`src/rtl/core/assert_macros.svh`:
```
// Assertion helpers used by the allocator engine.
// Both macros expect signals named clk and rst_n in the scope where they are used.
`ifndef ASSERT_MACROS_SVH
`define ASSERT_MACROS_SVH

// A property that must hold at every clock edge outside reset.
`define PPA_ASSERT(label, prop, msg) \
    label: assert property (@(posedge clk) disable iff (!rst_n) (prop)) else $error(msg);

// When the antecedent holds, the consequent must hold in the next cycle.
`define PPA_ASSERT_NEXT(label, ante, cons, msg) \
    label: assert property (@(posedge clk) disable iff (!rst_n) (ante) |=> (cons)) \
        else $error(msg);

`endif

```
`src/rtl/core/ppa_pkg.sv`:
```
package ppa_pkg;

    localparam int ADDR_W      = 40;
    localparam int CPU_FIELD_W = 3;
    localparam int CFG_IDX_W   = 1;
    localparam int CFG_DATA_W  = 40;

    localparam logic OP_ALLOC = 1'b0;
    localparam logic OP_FREE  = 1'b1;

    localparam logic [CFG_IDX_W-1:0] REG_REGION_START = 1'b0;
    localparam logic [CFG_IDX_W-1:0] REG_REGION_TOP   = 1'b1;

    typedef enum logic [1:0] {
        STATUS_OK       = 2'd0,
        STATUS_NO_MEM   = 2'd1,
        STATUS_BAD_ADDR = 2'd2
    } status_t;

    typedef struct packed {
        logic                   operation;
        logic [CPU_FIELD_W-1:0] requesting_cpu;
        logic [ADDR_W-1:0]      page_address;
    } req_t;

    typedef struct packed {
        status_t                status;
        logic [ADDR_W-1:0]      granted_address;
        logic                   stolen;
        logic [CPU_FIELD_W-1:0] source_cpu;
    } rsp_t;

    typedef struct packed {
        logic [ADDR_W-1:0] region_start;
        logic [ADDR_W-1:0] region_top;
    } cfg_t;

    // Head lookup result for the request held by the engine.
    typedef struct packed {
        logic cpu_ok;
        logic own_valid;
        logic found;
        logic stolen;
    } head_sel_t;

    typedef struct packed {
        logic en;
        logic valid;
    } head_wr_t;

endpackage

```
`src/rtl/core/ppa_heads.sv`:
```
module ppa_heads import ppa_pkg::*; #(
    parameter int CPU_COUNT = 8,
    parameter int IDX_W = 15,
    localparam int CPU_W = (CPU_COUNT > 1) ? $clog2(CPU_COUNT) : 1
) (
    input  logic                   clk,
    input  logic                   rst_n,
    input  logic [CPU_FIELD_W-1:0] req_cpu,
    output head_sel_t              sel,
    output logic [IDX_W-1:0]       own_idx,
    output logic [CPU_W-1:0]       src_cpu,
    output logic [IDX_W-1:0]       src_idx,
    input  head_wr_t               wr,
    input  logic [CPU_W-1:0]       wr_cpu,
    input  logic [IDX_W-1:0]       wr_idx
);

    logic [CPU_COUNT-1:0] head_valid_reg;
    logic [IDX_W-1:0]     head_idx_reg [CPU_COUNT];
    logic [CPU_W-1:0]     own_cpu;
    logic [CPU_W-1:0]     first_cpu;
    logic                 any_valid;

    always_ff @(posedge clk or negedge rst_n)
    begin
        if (!rst_n)
        begin
            head_valid_reg <= '0;
        end
        else if (wr.en)
        begin
            head_valid_reg[wr_cpu] <= wr.valid;
        end
    end

    always_ff @(posedge clk)
    begin
        if (wr.en)
        begin
            head_idx_reg[wr_cpu] <= wr_idx;
        end
    end

    // Lowest-numbered CPU with a non-empty list; the steal scan starts at CPU 0.
    always_comb
    begin
        first_cpu = '0;
        any_valid = 1'b0;
        for (int i = CPU_COUNT - 1; i >= 0; i--)
        begin
            if (head_valid_reg[i])
            begin
                first_cpu = CPU_W'(i);
                any_valid = 1'b1;
            end
        end
    end

    assign own_cpu       = CPU_W'(req_cpu);
    assign sel.cpu_ok    = int'(req_cpu) < CPU_COUNT;
    assign sel.own_valid = sel.cpu_ok && head_valid_reg[own_cpu];
    assign sel.found     = sel.own_valid || any_valid;
    assign src_cpu       = sel.own_valid ? own_cpu : first_cpu;
    assign sel.stolen    = int'(src_cpu) != int'(req_cpu);
    assign src_idx       = head_idx_reg[src_cpu];
    assign own_idx       = head_idx_reg[own_cpu];

endmodule

```
`config.mk`:
```
export PLATFORM = sky130hd
export DESIGN_NAME = ppa_heads
export DESIGN_NICKNAME = d
export VERILOG_FILES = /design/src/rtl/core/assert_macros.svh /design/src/rtl/core/ppa_pkg.sv /design/src/rtl/core/ppa_heads.sv
export SDC_FILE = /design/constraint.sdc
export NUM_CORES = 1
export LEC_CHECK = 0
export BUFFER_PORTS_ARGS = -buffer_cell sky130_fd_sc_hd__buf_2
export CAP_MARGIN = 25
export CORE_MARGIN = 4
export CORE_UTILIZATION = 40
export DETAILED_ROUTE_END_ITERATION = 12
export PLACE_DENSITY_LB_ADDON = 0.2
export SYNTH_ARGS = -nofsm -noshare
export SYNTH_HDL_FRONTEND = slang
export SYNTH_SLANG_ARGS = --single-unit
```
`constraint.sdc`:
```
create_clock -name clk -period 4.7 [get_ports clk]
set_input_delay 0.705 -clock clk [delete_from_list [all_inputs] [get_ports clk]]
set_output_delay 0.705 -clock clk [all_outputs]
set_load 0.01 [all_outputs]
```
# == Yosys cells after proc, flatten, opt, wreduce, memory -nomap -nowiden ==
# Memories as Yosys holds them, arrays and structs flattened.
# Index checks and enable logic that the tools add are counted.
# op_classes
magnitude_cmp,3
n_eq_ne,1
n_reduce_logical,2
n_mux,24
# op_table
op,count
3-bit 2-to-1 mux,9
1-bit 2-to-1 mux,12
8-bit bitwise mux,1
3-bit by 4-bit < comparator with 1-bit output (second input constant),2
1-bit binary-select mux with 3-bit select,1
1-bit demux with 3-bit select,1
3-bit by 1-bit greater-or-equal comparator with 1-bit output (second input constant),1
3-bit inequality test,1
1-bit logical AND,1
1-bit logical OR,1
# word_totals
mem_bits_rw,120
elab_cells,32
mem_count,1
inputBits,25
reg_bits,8
# memory_table
name,depth,word_bits,read_ports,rd_clocked_by_memory_dff,write_ports,line,rtl
head_idx_reg,8,15,2,0,1,ppa_heads.sv:19,logic [IDX_W-1:0] head_idx_reg [CPU_COUNT];

# == Depth between registers and ports, before layout ==
# logic_depth
word_depth,10
depth_mapped,10
ltp_nobuf,7

# == Worst setup path after synthesis ==
# Ideal clock, no wire load.
# synth_timing
path_kind,input to output
start,in req_cpu[1]
end,out src_idx[0]
t_arrival_ns,2.567
cell_stages,9
setup_slack_ns,1.428
n_path_buf,4
cell_sequence,clkbuf_1 mux4_2 buf_6 buf_6 buf_6 a21oi_1 a311o_1 o22ai_1 a221oi_1
# synth_between
elab_chain_cells,4
# synth_rtl
element,line,rtl
"start, declared",ppa_heads.sv:8,"input logic [CPU_FIELD_W-1:0] req_cpu,"
1-bit binary-select mux with 3-bit select,ppa_heads.sv:61,assign sel.own_valid = sel.cpu_ok && head_valid_reg[own_cpu];
1-bit 2-to-1 mux (not written as such),ppa_heads.sv:61,
3-bit 2-to-1 mux (*),ppa_heads.sv:63,assign src_cpu = sel.own_valid ? own_cpu : first_cpu;
memory 8 x 15 bit (*),-,
"end, declared",ppa_heads.sv:12,"output logic [IDX_W-1:0] src_idx,"
# Mark *: on every way between the ends. The rest lies on a longest branch, timed or not. The select of a mux whose other input is x is not followed.

# == Worst setup path after layout ==
# layout_timing
start,reg head_valid_reg[7]
end,out src_idx[9]
# layout_between
elab_chain_cells,10
word_cells_on_any_way,12
classes_between,mux (11); memory (1)
# layout_rtl
element,line,rtl
"start, declared",ppa_heads.sv:18,logic [CPU_COUNT-1:0] head_valid_reg;
"start signal, assigned by index",ppa_heads.sv:32,head_valid_reg[wr_cpu] <= wr.valid;
3-bit 2-to-1 mux (8 in a row),ppa_heads.sv:51,if (head_valid_reg[i])
3-bit 2-to-1 mux (*),ppa_heads.sv:63,
memory 8 x 15 bit (*),-,
# Marks and branches as above.

==> impl_metrics.csv <==
group,metric,value,unit
timing,fin_worst_skew,0,ns
synthesis,syn_inst,491,
timing,rsz0062_at_grt,"false",
timing,final_hold_viol_count,0,
final_layout,final_cell_mix,"edfxtp_1, nand2_1, buf_2, mux2i_1",
global_route,gr-total-overflow,0,
clock_tree,clk_pin_slew,0.06,ns
pwr,p_per_area,471.0,nW/µm²
global_route,grt_start_max_net_pins,51,
synthesis,netlist_area,6824,µm²
placement,gp_congestion,0.7899,
drt,drt_first_pass_iters,5,
clock_tree,cts_tree,"yes",
setup_path,critical_path.startpoint,"head_valid_reg[7]$_DFFE_PN0P_",
synthesis,netlist.area_leader.share,0.5281,
run_status,status,"complete, no violations",
drt,vias,4777,
timing,fin_crit_sh,0.8599,
job,drv_cap,0,
global_route,antenna_found_initial,0,
die,die_h,138.6,µm
drt,vias_per_cell,6.101,
global_route,grt_pass1_vias,4913,
synthesis,avgSynthCellArea,13.90,µm²
setup_path,startpoint_type,"register",
timing,finalMaxSlewViolations,0,
synthesis,yosys_warnings,0,
synthesis,ys_ff_latch,128,
synthesis,synth.distinct_cells,33,
setup_path,cp-end-kind,"output pin",
final_layout,final_util,0.4793,
setup_path,reg2reg_setup_slack,3.87,ns
die,dieArea,19210,µm²
placement,postPlaceCellArea,7401,µm²
setup_path,r2r-start,"head_valid_reg[0]$_DFFE_PN0P_",
min_path,min_path_type,"in2async",
final_layout,layout_commonest_cell,"edfxtp_1",
clock_tree,cts_sinks,128,
drt,wire_per_inst,23.24,µm
setup_path,cp_data_arrival_time,3.34,ns
clock_tree,clk_path_buf_depth,2,
drt,ant_nets,0,
placement,port_buffers,60,
drt,drt_wl_total,18.20,mm
die,core_area,16640,µm²
pwr,ir_drop,272.7,µV
timing,finalSetupViolCount,0,
drt,drc,0,
clock_tree,post_cts_buffers,0,
die,rows,47,
final_layout,syn2layout_area_growth,16.89,%
final_layout,stdcell_count,783,
clock_tree,h-tree-depth,4,
final_layout,largest_reg_flops,120,
final_layout,num-nets-final,576,
setup_path,critPathKind,"reg2out",
setup_path,cp_max_fo,31,
synthesis,synth.area.top_cells,"edfxtp_1, mux4_2, mux2i_1, a311o_1, and4_1",
synthesis,synth_nets,516,
placement,dpl.hpwl,11.62,mm
synthesis,yosys.area.top_type,"edfxtp_1",
final_layout,antenna_cells,0,
timing,worst_slew_pin_slew,1.008,ns
final_layout,fin_area,7976,µm²
die,initial_core_util,0.4100,
timing,fmax,247.4,MHz
timing,relSlewSlack,0.3253,
die,io_pins,62,
global_route,grtUsageTotal,0.1906,
synthesis,synth_seq_area_share,0.5574,
clock_tree,cts_hold_buffers,0,
setup_path,critPathRequiredTime,3.99,ns
final_layout,drive_gt1_frac,0.3375,
clock_tree,ctsRootBufferMaster,"clkbuf_16",
pwr,p_leak,2.848,nW
placement,placed_cells,752,
timing,period_needed,4.041,ns
clock_tree,numCtsBuffers,17,
clock_tree,clk_latency,0.41,ns
die,die_width,138.6,µm
timing,setup_tns,0,ns
drt,first_iter_violations,575,
global_route,grt_pass1_wl,28.15,mm
clock_tree,cts_resized,0,
==> cell usage after synthesis <==
| master | instances |
|---|---|
| o21ai_2 | 1 |
| o21ai_0 | 2 |
| nand2b_1 | 4 |
| nor4_1 | 1 |
| buf_1 | 3 |
| clkbuf_1 | 22 |
| xnor2_1 | 3 |
| a221oi_1 | 4 |
| inv_2 | 1 |
| o31ai_1 | 1 |
| mux4_2 | 31 |
| nor2b_1 | 2 |
| nand2_1 | 69 |
| inv_1 | 4 |
| dfrtp_1 | 8 |
| and4_1 | 30 |
| buf_6 | 5 |
| nand3_1 | 4 |
| nor2_1 | 10 |
| mux2_2 | 23 |
| a311o_1 | 30 |
| buf_2 | 9 |
| buf_4 | 4 |
| nor3_1 | 3 |
| o22ai_1 | 16 |
| edfxtp_1 | 120 |
| a21oi_1 | 31 |
| conb_1 | 1 |
| mux2i_1 | 34 |
| a221oi_2 | 11 |
| and2_4 | 1 |
| o21bai_1 | 1 |
| nor2_2 | 2 |
==> worst paths after layout <==
check                                           endpoint  cells past startpoint
max                                           src_idx[9]                      9
max reg2reg                head_valid_reg[0]$_DFFE_PN0P_                      1
max in group asynchronous  head_valid_reg[2]$_DFFE_PN0P_                      1
min in group clk            head_idx_reg[3][9]$_DFFE_PP_                      1
min                        head_valid_reg[4]$_DFFE_PN0P_                      1
min reg2reg                head_valid_reg[7]$_DFFE_PN0P_                      1
==> kinds of logic (layout without fill, tap and decap cells) <==
family / count (synthesis) / after routing / synth area share
flops: 128 / 128 / 0.5574
buf+inv: 48 / 120 / 0.03575
compound gates: 97 / 97 / 0.1157
other cells: 1 / 1 / 0.0005495
simple gates: 126 / 126 / 0.09663
xor+xnor: 3 / 3 / 0.003851
mux: 88 / 88 / 0.1901
==> layout make-up <==
type / instances / area (µm²)
timing repair buffer: 84 / 495.5
clock inverter: 13 / 146.4
multi-input combinational: 315 / 2808
clock buffer: 18 / 429.2
sequential: 128 / 3804
tap: 220 / 275.3
fill: 1440 / 8666
inverter: 5 / 18.77
==> critical path, cell delays in order, from the launching register on <==
cell,delay [ns]
dfrtp_1,0.40
nor2b_1,0.14
o21ai_1,0.13
buf_4,0.33
nand2_1,0.17
o21ai_4,0.81
buf_4,0.37
mux2i_1,0.12
a221oi_2,0.27
buf_2,0.17
==> power by group <==
part	switching [mW]	total, mW	leakage, nW	internal, mW
Sequential	0.0428	1.34	1.19	1.30
Combinational	0.642	1.12	1.38	0.477
Clock	0.475	1.29	0.279	0.820
Total	1.16	3.76	2.85	2.60
==> metrics by stage <==
| step | worst slack (ns) | hold slack, ns | total power [mW] |
|---|---|---|---|
| floorplan | 1.428 | 0.4094 | 2.140 |
| global placement | 0.8485 | 0.5506 | 2.465 |
| detailed placement | 0.7794 | 0.5591 | 2.481 |
| CTS | 0.6353 | 0.1074 | 3.778 |
| global route | 0.4563 | 0.1200 | 3.932 |
| finish | 0.6585 | 0.1267 | 3.757 |
==> per-layer routing <==
| metal | GRT usage | vias to the layer above | wire length, µm |
|---|---|---|---|
| li1 | - | 2126 | - |
| met1 | 0.2503 | 2395 | 7585 |
| met2 | 0.3181 | 240 | 9104 |
| met3 | 0.04828 | 16 | 1310 |
| met4 | 0.05098 | 0 | 196 |
| met5 | 0 | - | 0 |
No activity file was read; power rests on OpenSTA's default activity.
