[src/rtl/core/assert_macros.svh]
// Assertion helpers used by the allocator engine.
// Both macros expect signals named clk and rst_n in the scope where they are used.
`ifndef ASSERT_MACROS_SVH
`define ASSERT_MACROS_SVH

// A property that must hold at every clock edge outside reset.
`define PPA_ASSERT(label, prop, msg) \
    label: assert property (@(posedge clk) disable iff (!rst_n) (prop)) else $error(msg);

// When the antecedent holds, the consequent must hold in the next cycle.
`define PPA_ASSERT_NEXT(label, ante, cons, msg) \
    label: assert property (@(posedge clk) disable iff (!rst_n) (ante) |=> (cons)) \
        else $error(msg);

`endif

[src/rtl/core/ppa_pkg.sv]
package ppa_pkg;

    localparam int ADDR_W      = 40;
    localparam int CPU_FIELD_W = 3;
    localparam int CFG_IDX_W   = 1;
    localparam int CFG_DATA_W  = 40;

    localparam logic OP_ALLOC = 1'b0;
    localparam logic OP_FREE  = 1'b1;

    localparam logic [CFG_IDX_W-1:0] REG_REGION_START = 1'b0;
    localparam logic [CFG_IDX_W-1:0] REG_REGION_TOP   = 1'b1;

    typedef enum logic [1:0] {
        STATUS_OK       = 2'd0,
        STATUS_NO_MEM   = 2'd1,
        STATUS_BAD_ADDR = 2'd2
    } status_t;

    typedef struct packed {
        logic                   operation;
        logic [CPU_FIELD_W-1:0] requesting_cpu;
        logic [ADDR_W-1:0]      page_address;
    } req_t;

    typedef struct packed {
        status_t                status;
        logic [ADDR_W-1:0]      granted_address;
        logic                   stolen;
        logic [CPU_FIELD_W-1:0] source_cpu;
    } rsp_t;

    typedef struct packed {
        logic [ADDR_W-1:0] region_start;
        logic [ADDR_W-1:0] region_top;
    } cfg_t;

    // Head lookup result for the request held by the engine.
    typedef struct packed {
        logic cpu_ok;
        logic own_valid;
        logic found;
        logic stolen;
    } head_sel_t;

    typedef struct packed {
        logic en;
        logic valid;
    } head_wr_t;

endpackage

[src/rtl/core/ppa_stream_if.sv]
interface ppa_stream_if #(
    parameter type payload_t = logic
) ();
    logic     valid;
    logic     ready;
    payload_t payload;

    modport source (output valid, output payload, input ready);
    modport sink (input valid, input payload, output ready);
endinterface

[src/rtl/core/ppa_engine.sv]
`include "assert_macros.svh"

module ppa_engine import ppa_pkg::*; #(
    parameter int CPU_COUNT = 8,
    parameter int NUM_PAGES = 32768,
    parameter int PAGE_BYTES_LOG2 = 12,
    localparam int IDX_W = $clog2(NUM_PAGES),
    localparam int CPU_W = (CPU_COUNT > 1) ? $clog2(CPU_COUNT) : 1,
    localparam int BASE_W = ADDR_W + 1 - PAGE_BYTES_LOG2
) (
    input  logic                   clk,
    input  logic                   rst_n,
    ppa_stream_if.sink             req,
    ppa_stream_if.source           rsp,
    input  cfg_t                   cfg,
    input  logic [BASE_W-1:0]      base_page,
    output logic [CPU_FIELD_W-1:0] head_cpu,
    input  head_sel_t              sel,
    input  logic [IDX_W-1:0]       own_idx,
    input  logic [CPU_W-1:0]       src_cpu,
    input  logic [IDX_W-1:0]       src_idx,
    output head_wr_t               head_wr,
    output logic [CPU_W-1:0]       head_wr_cpu,
    output logic [IDX_W-1:0]       head_wr_idx,
    output logic                   mem_we,
    output logic [IDX_W-1:0]       mem_waddr,
    output logic [IDX_W:0]         mem_wdata,
    output logic                   mem_re,
    output logic [IDX_W-1:0]       mem_raddr,
    input  logic [IDX_W:0]         mem_rdata
);

    localparam int DIFF_W = ADDR_W + 2 - PAGE_BYTES_LOG2;

    typedef enum logic [1:0] {
        S_IDLE,
        S_EXEC,
        S_FIN
    } state_t;

    state_t              state_reg;
    req_t                req_reg;
    rsp_t                rsp_reg;
    rsp_t                rsp_next;
    logic                out_valid_reg;
    logic [CPU_W-1:0]    pop_cpu_reg;
    logic [IDX_W-1:0]    pop_idx_reg;
    logic                pop_stolen_reg;

    logic                can_write;
    logic                accept;
    logic                free_ok;
    logic                fin_done;
    logic                load_result;
    logic [DIFF_W-1:0]   rel_diff;
    logic [ADDR_W:0]     page_sum;
    logic [CPU_W-1:0]    own_cpu;

    assign can_write = !out_valid_reg || rsp.ready;
    assign accept    = req.valid && req.ready;
    assign req.ready = (state_reg == S_IDLE) || ((state_reg == S_FIN) && can_write);
    assign head_cpu  = req_reg.requesting_cpu;
    assign own_cpu   = CPU_W'(req_reg.requesting_cpu);

    // A borrow sets the top bit, so an address below the base also fails the bound check.
    assign rel_diff = DIFF_W'(req_reg.page_address[ADDR_W-1:PAGE_BYTES_LOG2])
                    - DIFF_W'(base_page);

    assign free_ok = (req_reg.page_address[PAGE_BYTES_LOG2-1:0] == '0)
                  && (req_reg.page_address >= cfg.region_start)
                  && (req_reg.page_address < cfg.region_top)
                  && sel.cpu_ok
                  && (rel_diff < DIFF_W'(NUM_PAGES));

    // Push: the freed page links to the old head and becomes the new head.
    assign mem_we    = (state_reg == S_EXEC) && (req_reg.operation == OP_FREE)
                    && can_write && free_ok;
    assign mem_waddr = IDX_W'(rel_diff);
    assign mem_wdata = {sel.own_valid, own_idx};

    // Pop: read the link of the selected head, then update that head in the cycle
    // that posts the result, which waits while the output is stalled.
    assign mem_re    = (state_reg == S_EXEC) && (req_reg.operation == OP_ALLOC) && sel.found;
    assign mem_raddr = src_idx;

    assign fin_done = (state_reg == S_FIN) && can_write;

    assign head_wr.en    = mem_we || fin_done;
    assign head_wr.valid = mem_we ? 1'b1 : mem_rdata[IDX_W];
    assign head_wr_cpu   = mem_we ? own_cpu : pop_cpu_reg;
    assign head_wr_idx   = mem_we ? IDX_W'(rel_diff) : mem_rdata[IDX_W-1:0];

    assign load_result = fin_done
                      || ((state_reg == S_EXEC) && can_write
                          && ((req_reg.operation == OP_FREE) || !sel.found));

    assign page_sum = (ADDR_W + 1)'(base_page) + (ADDR_W + 1)'(pop_idx_reg);

    always_comb
    begin
        rsp_next = '0;
        if (state_reg == S_FIN)
        begin
            rsp_next.status          = STATUS_OK;
            rsp_next.granted_address = ADDR_W'(page_sum << PAGE_BYTES_LOG2);
            rsp_next.stolen          = pop_stolen_reg;
            rsp_next.source_cpu      = CPU_FIELD_W'(pop_cpu_reg);
        end
        else if (req_reg.operation == OP_FREE)
        begin
            rsp_next.status = free_ok ? STATUS_OK : STATUS_BAD_ADDR;
        end
        else
        begin
            rsp_next.status = STATUS_NO_MEM;
        end
    end

    always_ff @(posedge clk or negedge rst_n)
    begin
        if (!rst_n)
        begin
            state_reg     <= S_IDLE;
            out_valid_reg <= 1'b0;
            rsp_reg       <= '0;
        end
        else
        begin
            if (load_result)
            begin
                rsp_reg       <= rsp_next;
                out_valid_reg <= 1'b1;
            end
            else if (rsp.ready)
            begin
                out_valid_reg <= 1'b0;
            end

            unique case (state_reg)
                S_IDLE:
                begin
                    if (accept)
                    begin
                        state_reg <= S_EXEC;
                    end
                end
                S_EXEC:
                begin
                    if (mem_re)
                    begin
                        state_reg <= S_FIN;
                    end
                    else if (can_write)
                    begin
                        state_reg <= S_IDLE;
                    end
                end
                S_FIN:
                begin
                    if (can_write)
                    begin
                        state_reg <= accept ? S_EXEC : S_IDLE;
                    end
                end
                default:
                begin
                    state_reg <= S_IDLE;
                end
            endcase
        end
    end

    always_ff @(posedge clk)
    begin
        if (accept)
        begin
            req_reg <= req.payload;
        end
        if (mem_re)
        begin
            pop_cpu_reg    <= src_cpu;
            pop_idx_reg    <= src_idx;
            pop_stolen_reg <= sel.stolen;
        end
    end

    assign rsp.valid   = out_valid_reg;
    assign rsp.payload = rsp_reg;

    `PPA_ASSERT_NEXT(a_accept_to_exec, accept, state_reg == S_EXEC, "accepted beat not executed")
    `PPA_ASSERT(a_single_mem_access, !(mem_we && mem_re), "push and pop in one cycle")
    `PPA_ASSERT_NEXT(a_fin_only_alloc, mem_re, req_reg.operation == OP_ALLOC, "pop for a free")
    `PPA_ASSERT_NEXT(a_result_posted, load_result, out_valid_reg, "result not presented")

endmodule
[src/flat_wrapper.sv]
// flat-port wrapper written by rule: the top's interface ports become plain ports
module ppa_engine_flat import ppa_pkg::*;
#(
    parameter int CPU_COUNT = 8,
    parameter int NUM_PAGES = 32768,
    parameter int PAGE_BYTES_LOG2 = 12,
    localparam int IDX_W = $clog2(NUM_PAGES),
    localparam int CPU_W = (CPU_COUNT > 1) ? $clog2(CPU_COUNT) : 1,
    localparam int BASE_W = ADDR_W + 1 - PAGE_BYTES_LOG2
)
  (clk, rst_n, cfg, base_page, head_cpu, sel, own_idx, src_cpu, src_idx, head_wr, head_wr_cpu, head_wr_idx, mem_we, mem_waddr, mem_wdata, mem_re, mem_raddr, mem_rdata, req_valid, req_payload, req_ready, rsp_valid, rsp_payload, rsp_ready);
  ppa_stream_if req_i ();
  ppa_stream_if rsp_i ();
  input  logic clk;
  input  logic rst_n;
  input  cfg_t cfg;
  input  logic [BASE_W-1:0] base_page;
  output logic [CPU_FIELD_W-1:0] head_cpu;
  input  head_sel_t sel;
  input  logic [IDX_W-1:0] own_idx;
  input  logic [CPU_W-1:0] src_cpu;
  input  logic [IDX_W-1:0] src_idx;
  output head_wr_t head_wr;
  output logic [CPU_W-1:0] head_wr_cpu;
  output logic [IDX_W-1:0] head_wr_idx;
  output logic mem_we;
  output logic [IDX_W-1:0] mem_waddr;
  output logic [IDX_W:0] mem_wdata;
  output logic mem_re;
  output logic [IDX_W-1:0] mem_raddr;
  input  logic [IDX_W:0] mem_rdata;
  input wire logic [$bits(req_i.valid)-1:0] req_valid;
  input wire logic [$bits(req_i.payload)-1:0] req_payload;
  output wire logic [$bits(req_i.ready)-1:0] req_ready;
  output wire logic [$bits(rsp_i.valid)-1:0] rsp_valid;
  output wire logic [$bits(rsp_i.payload)-1:0] rsp_payload;
  input wire logic [$bits(rsp_i.ready)-1:0] rsp_ready;
  assign req_i.valid = req_valid;
  assign req_i.payload = req_payload;
  assign req_ready = req_i.ready;
  assign rsp_valid = rsp_i.valid;
  assign rsp_payload = rsp_i.payload;
  assign rsp_i.ready = rsp_ready;
  ppa_engine #(.CPU_COUNT(CPU_COUNT), .NUM_PAGES(NUM_PAGES), .PAGE_BYTES_LOG2(PAGE_BYTES_LOG2)) u_core (.clk(clk), .rst_n(rst_n), .req(req_i), .rsp(rsp_i), .cfg(cfg), .base_page(base_page), .head_cpu(head_cpu), .sel(sel), .own_idx(own_idx), .src_cpu(src_cpu), .src_idx(src_idx), .head_wr(head_wr), .head_wr_cpu(head_wr_cpu), .head_wr_idx(head_wr_idx), .mem_we(mem_we), .mem_waddr(mem_waddr), .mem_wdata(mem_wdata), .mem_re(mem_re), .mem_raddr(mem_raddr), .mem_rdata(mem_rdata));
endmodule
[config.mk]
export PLATFORM = sky130hd
export DESIGN_NAME = ppa_engine_flat
export DESIGN_NICKNAME = d
export VERILOG_FILES = /design/src/rtl/core/ppa_pkg.sv /design/src/rtl/core/ppa_stream_if.sv /design/src/rtl/core/ppa_engine.sv /design/src/flat_wrapper.sv
export VERILOG_INCLUDE_DIRS = /design/src /design/src/rtl/core
export SDC_FILE = /design/constraint.sdc
export NUM_CORES = 1
export LEC_CHECK = 0
export BUFFER_PORTS_ARGS = -buffer_cell sky130_fd_sc_hd__clkbuf_2
export CAP_MARGIN = 20
export CELL_PAD_IN_SITES_DETAIL_PLACEMENT = 1
export CELL_PAD_IN_SITES_GLOBAL_PLACEMENT = 1
export CORE_MARGIN = 2
export CORE_UTILIZATION = 11
export DETAILED_ROUTE_END_ITERATION = 10
export GPL_TIMING_DRIVEN = 0
export PLACE_DENSITY = 0.78
export REMOVE_ABC_BUFFERS = 1
export SYNTH_ARGS = -nofsm -noshare
export SYNTH_HDL_FRONTEND = slang
export SYNTH_SLANG_ARGS = --single-unit
[constraint.sdc]
create_clock -name clk -period 1.45 [get_ports clk]
set_input_delay 0.0725 -clock clk [delete_from_list [all_inputs] [get_ports clk]]
set_output_delay 0.0725 -clock clk [all_outputs]
set_load 0.01 [all_outputs]
; ---- Word level (Yosys, flattened, before mapping)
; Index checks and enable logic that the tools add are counted.
[totals]
inputBits = 167
reg_bits = 7
wordCells = 32
output_inout_bits = 74
[op_classes]
reduce_logical = 13
n_mux = 9
n_addsub = 1
n_eq_ne = 5
[op_table]
columns = cell, count
row1 = 1-bit by 15-bit subtractor with 15-bit output (first input constant), 1
row2 = 2-bit 2-to-1 mux, 4
row3 = 2-bit case mux with 3 select lines, 1
row4 = 1-bit logical AND, 5
row5 = 1-bit 2-to-1 mux, 4
row6 = 2-bit by 1-bit inequality test with 1-bit output (second input constant), 2
row7 = 1-bit logical OR, 3
row8 = 3-bit by 2-bit inequality test with 1-bit output (second input constant), 1
row9 = 3-bit AND reduction, 1
row10 = 2-bit by 1-bit == test with 1-bit output (second input constant), 1
row11 = 2-bit == test (second input constant), 1
row12 = 1-bit zero test, 2
row13 = 2-bit zero test, 1
row14 = 2-bit nonzero test, 1

; ---- Longest topological paths before layout
[logic_depth]
word_depth = 8
mapped_depth = 5
mapped_depth_nobuf = 5

; ---- Worst setup path before layout
; OpenSTA, ideal clock, no wires.
[synth_timing]
kind = input -> output
startpoint = input port base_page[0]
endpoint = output port mem_waddr[12]
slack_ns = 0.147
path_buffers = 0
t_arrival_ns = 1.230
cell_stages = 5
required_time_ns = 1.378
path_cell_list = inv_1 > ha_1 > or4b_1 > nor4_2 > xnor2_1
[synth_via]
elab_chain_cells = 1
[synth_rtl]
columns = item, line_no
row1 = start: declaration, flat_wrapper.sv:17  ; input logic [BASE_W-1:0] base_page;
row2 = 1-bit by 15-bit subtractor with 15-bit output, ppa_engine.sv:67  ; - DIFF_W'(base_page);
row3 = end: declaration, flat_wrapper.sv:27  ; output logic [IDX_W-1:0] mem_waddr;
; No other way between the ends.

; ---- Worst setup path after layout
[layout_timing]
startpoint = input port base_page[7]
endpoint = output port mem_waddr[13]
; The elaborated chain is that of the path after synthesis.

==> flow_summary.html <==
<table>
<tr><th>Metric</th><th>Value</th></tr>
<tr><th colspan="2">Setup path</th></tr>
<tr><td>Reg2reg path depth</td><td>3</td></tr>
<tr><td>Max stage delay on crit path</td><td>0.63 ns</td></tr>
<tr><td>Reg2Reg Setup Slack</td><td>0.23 ns</td></tr>
<tr><td>Startpoint kind of the worst setup timing path</td><td>input port</td></tr>
<tr><td>End of the worst register-to-register path</td><td>u_core.rsp.payload</td></tr>
<tr><td>Setup CP Type</td><td>input port to output port</td></tr>
<tr><td>Maximum fanout along the worst path</td><td>7</td></tr>
<tr><td>Worst reg2reg startpoint</td><td>u_core.state_reg[0]</td></tr>
<tr><td>Crit-path slowest cell</td><td>or4_4</td></tr>
<tr><td>Data arrival time of the critical path</td><td>between 1 and 1.5 ns</td></tr>
<tr><td>Critical-path cell list</td><td>buf_6 &gt; or4_4 &gt; nor4_2 &gt; xnor2_1 &gt; clkbuf_2</td></tr>
<tr><td>Data required time of the worst path</td><td>1.38 ns</td></tr>
<tr><td>Crit. End Element</td><td>output port</td></tr>
<tr><th colspan="2">Layout</th></tr>
<tr><td>Final instance area</td><td>between 0.001 and 0.0015 mm2</td></tr>
<tr><td>Layout cells sized above 1</td><td>58.8%</td></tr>
<tr><td>Post-route insts no fill</td><td>222</td></tr>
<tr><td>Final core utilization</td><td>around an eighth</td></tr>
<tr><td>Area growth, synth to finish</td><td>13.9%</td></tr>
<tr><td># diodes</td><td>0</td></tr>
<tr><td>Flip-flop count of the largest register after layout</td><td>3</td></tr>
<tr><td>Number of nets in the finished design</td><td>283</td></tr>
<tr><th colspan="2">Synthesis</th></tr>
<tr><td>Sequential share of the synthesized area</td><td>roughly a fifth</td></tr>
<tr><td>Synth warn</td><td>0</td></tr>
<tr><td>Top post-synthesis cells by area</td><td>buf_4 (40%), xnor2_1 (11%), dfrtp_1 (10%)</td></tr>
<tr><td>Cell Area, Synth</td><td>983 um2</td></tr>
<tr><td>Cell type contributing the most total cell area after synthesis</td><td>buf_4</td></tr>
<tr><td>Dominant register cell in the synthesized netlist</td><td>dfrtp_1</td></tr>
<tr><td>Number of distinct library cells after synthesis</td><td>27</td></tr>
<tr><td>Syn Inst Count</td><td>113</td></tr>
<tr><td>Number of enable-type register cells in the synthesized netlist</td><td>3</td></tr>
<tr><td>FF+latch count, synth</td><td>7</td></tr>
<tr><td>Mean post-synth cell area</td><td>between 8 and 9 um2</td></tr>
<tr><td>Top cell types by occurrence after synthesis</td><td>buf_4 (53), xnor2_1 (12), nor2_1 (5)</td></tr>
<tr><td>Cell with the most instances after synthesis</td><td>buf_4</td></tr>
<tr><td>Ys async rst share</td><td>a little under three fifths</td></tr>
<tr><td>Fraction of post-synthesis cell area in the top cell type by area</td><td>40.5%</td></tr>
<tr><th colspan="2">CTS</th></tr>
<tr><td>Later-pin clock latency in the skew report</td><td>around 0.23 ns</td></tr>
<tr><td>CTS buffer count</td><td>3</td></tr>
<tr><td>Cell at the root of the clock tree</td><td>clkbuf_8</td></tr>
<tr><td>Clock tree from TritonCTS</td><td>yes</td></tr>
<tr><td># H-tree levels</td><td>1</td></tr>
<tr><td>Clock Tree Buf Depth</td><td>2</td></tr>
<tr><td>Clock-pin slew of the registers on the worst-case setup and hold paths</td><td>0.04 ns</td></tr>
<tr><td>Number of sinks on the clock net</td><td>7</td></tr>
<tr><th colspan="2">Floorplanning</th></tr>
<tr><td>Core Rows</td><td>34</td></tr>
<tr><td>Floorplan Core Area</td><td>approximately 0.0087 mm2</td></tr>
<tr><td>Starting utilization of the core area</td><td>11.3%</td></tr>
<tr><td>Die Outline Area</td><td>0.00971 mm2</td></tr>
<tr><td>Vertical extent of the die</td><td>about 99 um</td></tr>
<tr><td>Top-Level Pins</td><td>241</td></tr>
<tr><td>Width of the die</td><td>98.6 um</td></tr>
<tr><th colspan="2">Global routing</th></tr>
<tr><td>Total routing usage reported by global routing</td><td>8.29%</td></tr>
<tr><td>Antenna violations before repair</td><td>0</td></tr>
<tr><td>Pin count of the biggest net entering global routing</td><td>8</td></tr>
<tr><td>Wire length of the first global-routing pass</td><td>5.62 mm</td></tr>
<tr><td>Number of global-route vias before repair</td><td>793</td></tr>
<tr><td>Overall overflow remaining after global route</td><td>0</td></tr>
<tr><th colspan="2">Place</th></tr>
<tr><td>Dpl ws</td><td>-0.197 ns</td></tr>
<tr><td>Routability congestion estimate from global placement</td><td>0.750</td></tr>
<tr><td>Post-DP Area</td><td>approximately 950 um2</td></tr>
<tr><td>Number of cells in the design after placement</td><td>215</td></tr>
<tr><td>DP HPWL</td><td>about 4.0 mm</td></tr>
<tr><td>Port buffer count</td><td>45</td></tr>
<tr><th colspan="2">STA</th></tr>
<tr><td>Final Setup Violations</td><td>3</td></tr>
<tr><td>F_max</td><td>slightly below 700 MHz</td></tr>
<tr><td>Period utilization</td><td>101%</td></tr>
<tr><td>Post-Route Skew</td><td>0.000545 ns</td></tr>
<tr><td>Tmin final</td><td>between 1 and 1.5 ns</td></tr>
<tr><td>Final Worst Setup Slack</td><td>-0.0136 ns</td></tr>
<tr><td>Setup repair after global routing missed its margin</td><td>yes</td></tr>
<tr><td>Number of failing hold endpoints at the final stage</td><td>0</td></tr>
<tr><td>Number of slew-limit violations in the final report</td><td>0</td></tr>
<tr><th colspan="2">Routing</th></tr>
<tr><td>Initial detailed-routing violation count</td><td>5</td></tr>
<tr><td>Drt wl/cell</td><td>20.6 um</td></tr>
<tr><td>Number of nets with antenna violations after routing</td><td>0</td></tr>
<tr><td>Remaining DRCs</td><td>0</td></tr>
<tr><td>Count of vias placed by the detailed router</td><td>around 760</td></tr>
<tr><td>Average vias per placed instance</td><td>3.40</td></tr>
<tr><td>Aggregate routed wire length</td><td>4.57 mm</td></tr>
<tr><td>Pre-Repair DR Iteration Count</td><td>4</td></tr>
<tr><th colspan="2">Pwr</th></tr>
<tr><td>Cell area power density</td><td>between 900 and 1000 mW/mm2</td></tr>
<tr><td>Static leakage power</td><td>approximately 0.45 nW</td></tr>
<tr><td>Maximum VDD drop</td><td>around 580 uV</td></tr>
<tr><th colspan="2">Run</th></tr>
<tr><td>Max-capacitance violation count</td><td>0</td></tr>
<tr><th colspan="2">Status</th></tr>
<tr><td>Violations in the final reports</td><td>setup timing</td></tr>
<tr><td>Result of the run</td><td>finished, violations left</td></tr>
<tr><th colspan="2">Min path</th></tr>
<tr><td>Worst hold-check path type</td><td>input port to flop</td></tr>
<tr><td>Endpoint of the worst hold path</td><td>u_core.pop_cpu_reg[1]</td></tr>
<tr><td>Min-Delay Startpoint</td><td>src_cpu[1]</td></tr>
<tr><td>Number of stages on the worst hold path</td><td>1</td></tr>
</table>
[logic make-up after synthesis]
kind of cell / synth area share (%)
flops: 19.3
fa+ha+maj: 1.27
simple gates: 19.1
compound gates: 5.22
buf+inv: 43.1
other cells: 0.381
xor+xnor: 11.6
[how the worst max path moves through the flow]
| stage | cells past startpoint | from | slack (ns) | end |
|---|---|---|---|---|
| 4_1_cts | 5 | base_page[4] | -0.02 | mem_waddr[12] |
| 3_5_place_dp | 7 | base_page[0] | -0.20 | mem_waddr[12] |
| 5_1_grt | 7 | base_page[1] | -0.07 | mem_waddr[10] |
| 6_report | 5 | base_page[7] | -0.01 | mem_waddr[13] |
| 3_3_place_gp | 7 | base_page[0] | -0.17 | mem_waddr[12] |
| 2_1_floorplan | 5 | base_page[0] | 0.15 | mem_waddr[12] |
[metal layers]
metal  global-route usage [%]  wire (um)  up-vias
met3                     3.19        537       37
li1                         -          -      323
met1                     4.13        758      337
met4                     9.38        534        0
met5                        0          0        -
met2                     17.4       2740       58
[cells in the final DEF, fill, tap and decap left out, types with 3 or more instances in the layout]
cell type,count
conb_1,4
xnor2_1,12
dfrtp_1,4
nand2b_1,3
clkbuf_2,37
nor2_1,4
nor4_4,3
buf_2,4
edfxtp_1,3
clkbuf_8,4
[stage by stage]
| step | total power, W | TNS, ns | hold WS, ns |
|---|---|---|---|
| 2_1_floorplan | 0.000567 | 0 | -0.223 |
| 3_5_place_dp | 0.000770 | -0.622 | -0.111 |
| 5_1_grt | 0.00115 | -0.279 | 0.0106 |
| 4_1_cts | 0.00107 | -0.0600 | 0.0130 |
| 3_3_place_gp | 0.000749 | -0.442 | -0.113 |
| 6_report | 0.00108 | -0.0342 | 0.0188 |
[worst max-delay path: cells and delay by family]
family                    cells  cell delay (ns)
buffers and inverters         2             0.26
xor gates and xnor gates      1             0.16
and+or+nand+nor               2             0.90
[power breakdown]
| part | leakage, nW | switching (W) | internal [W] |
|---|---|---|---|
| logic | 0.349 | 0.000251 | 0.000201 |
| clock network | 0.0228 | 0.0000864 | 0.000190 |
| registers | 0.0784 | 0.0000667 | 0.000280 |
| total | 0.450 | 0.000404 | 0.000672 |
[repair_timing]
item,4_1_cts,5_1_grt
hold endpoints to repair,4,0
setup buffers,1,1
resized for setup,10,18
setup endpoints to repair,5,9
pin swaps,6,6
hold buffers,1,0
[area by class of cell]
cell class	count	area, um2
Multi-Input combinational cell	51	448
Fill cell	1071	7560
Timing Repair Buffer	48	282
Tap cell	108	135
Sequential cell	7	190
Inverter	4	20.0
Clock buffer	4	45.0
No activity file was read; power rests on OpenSTA's default activity.
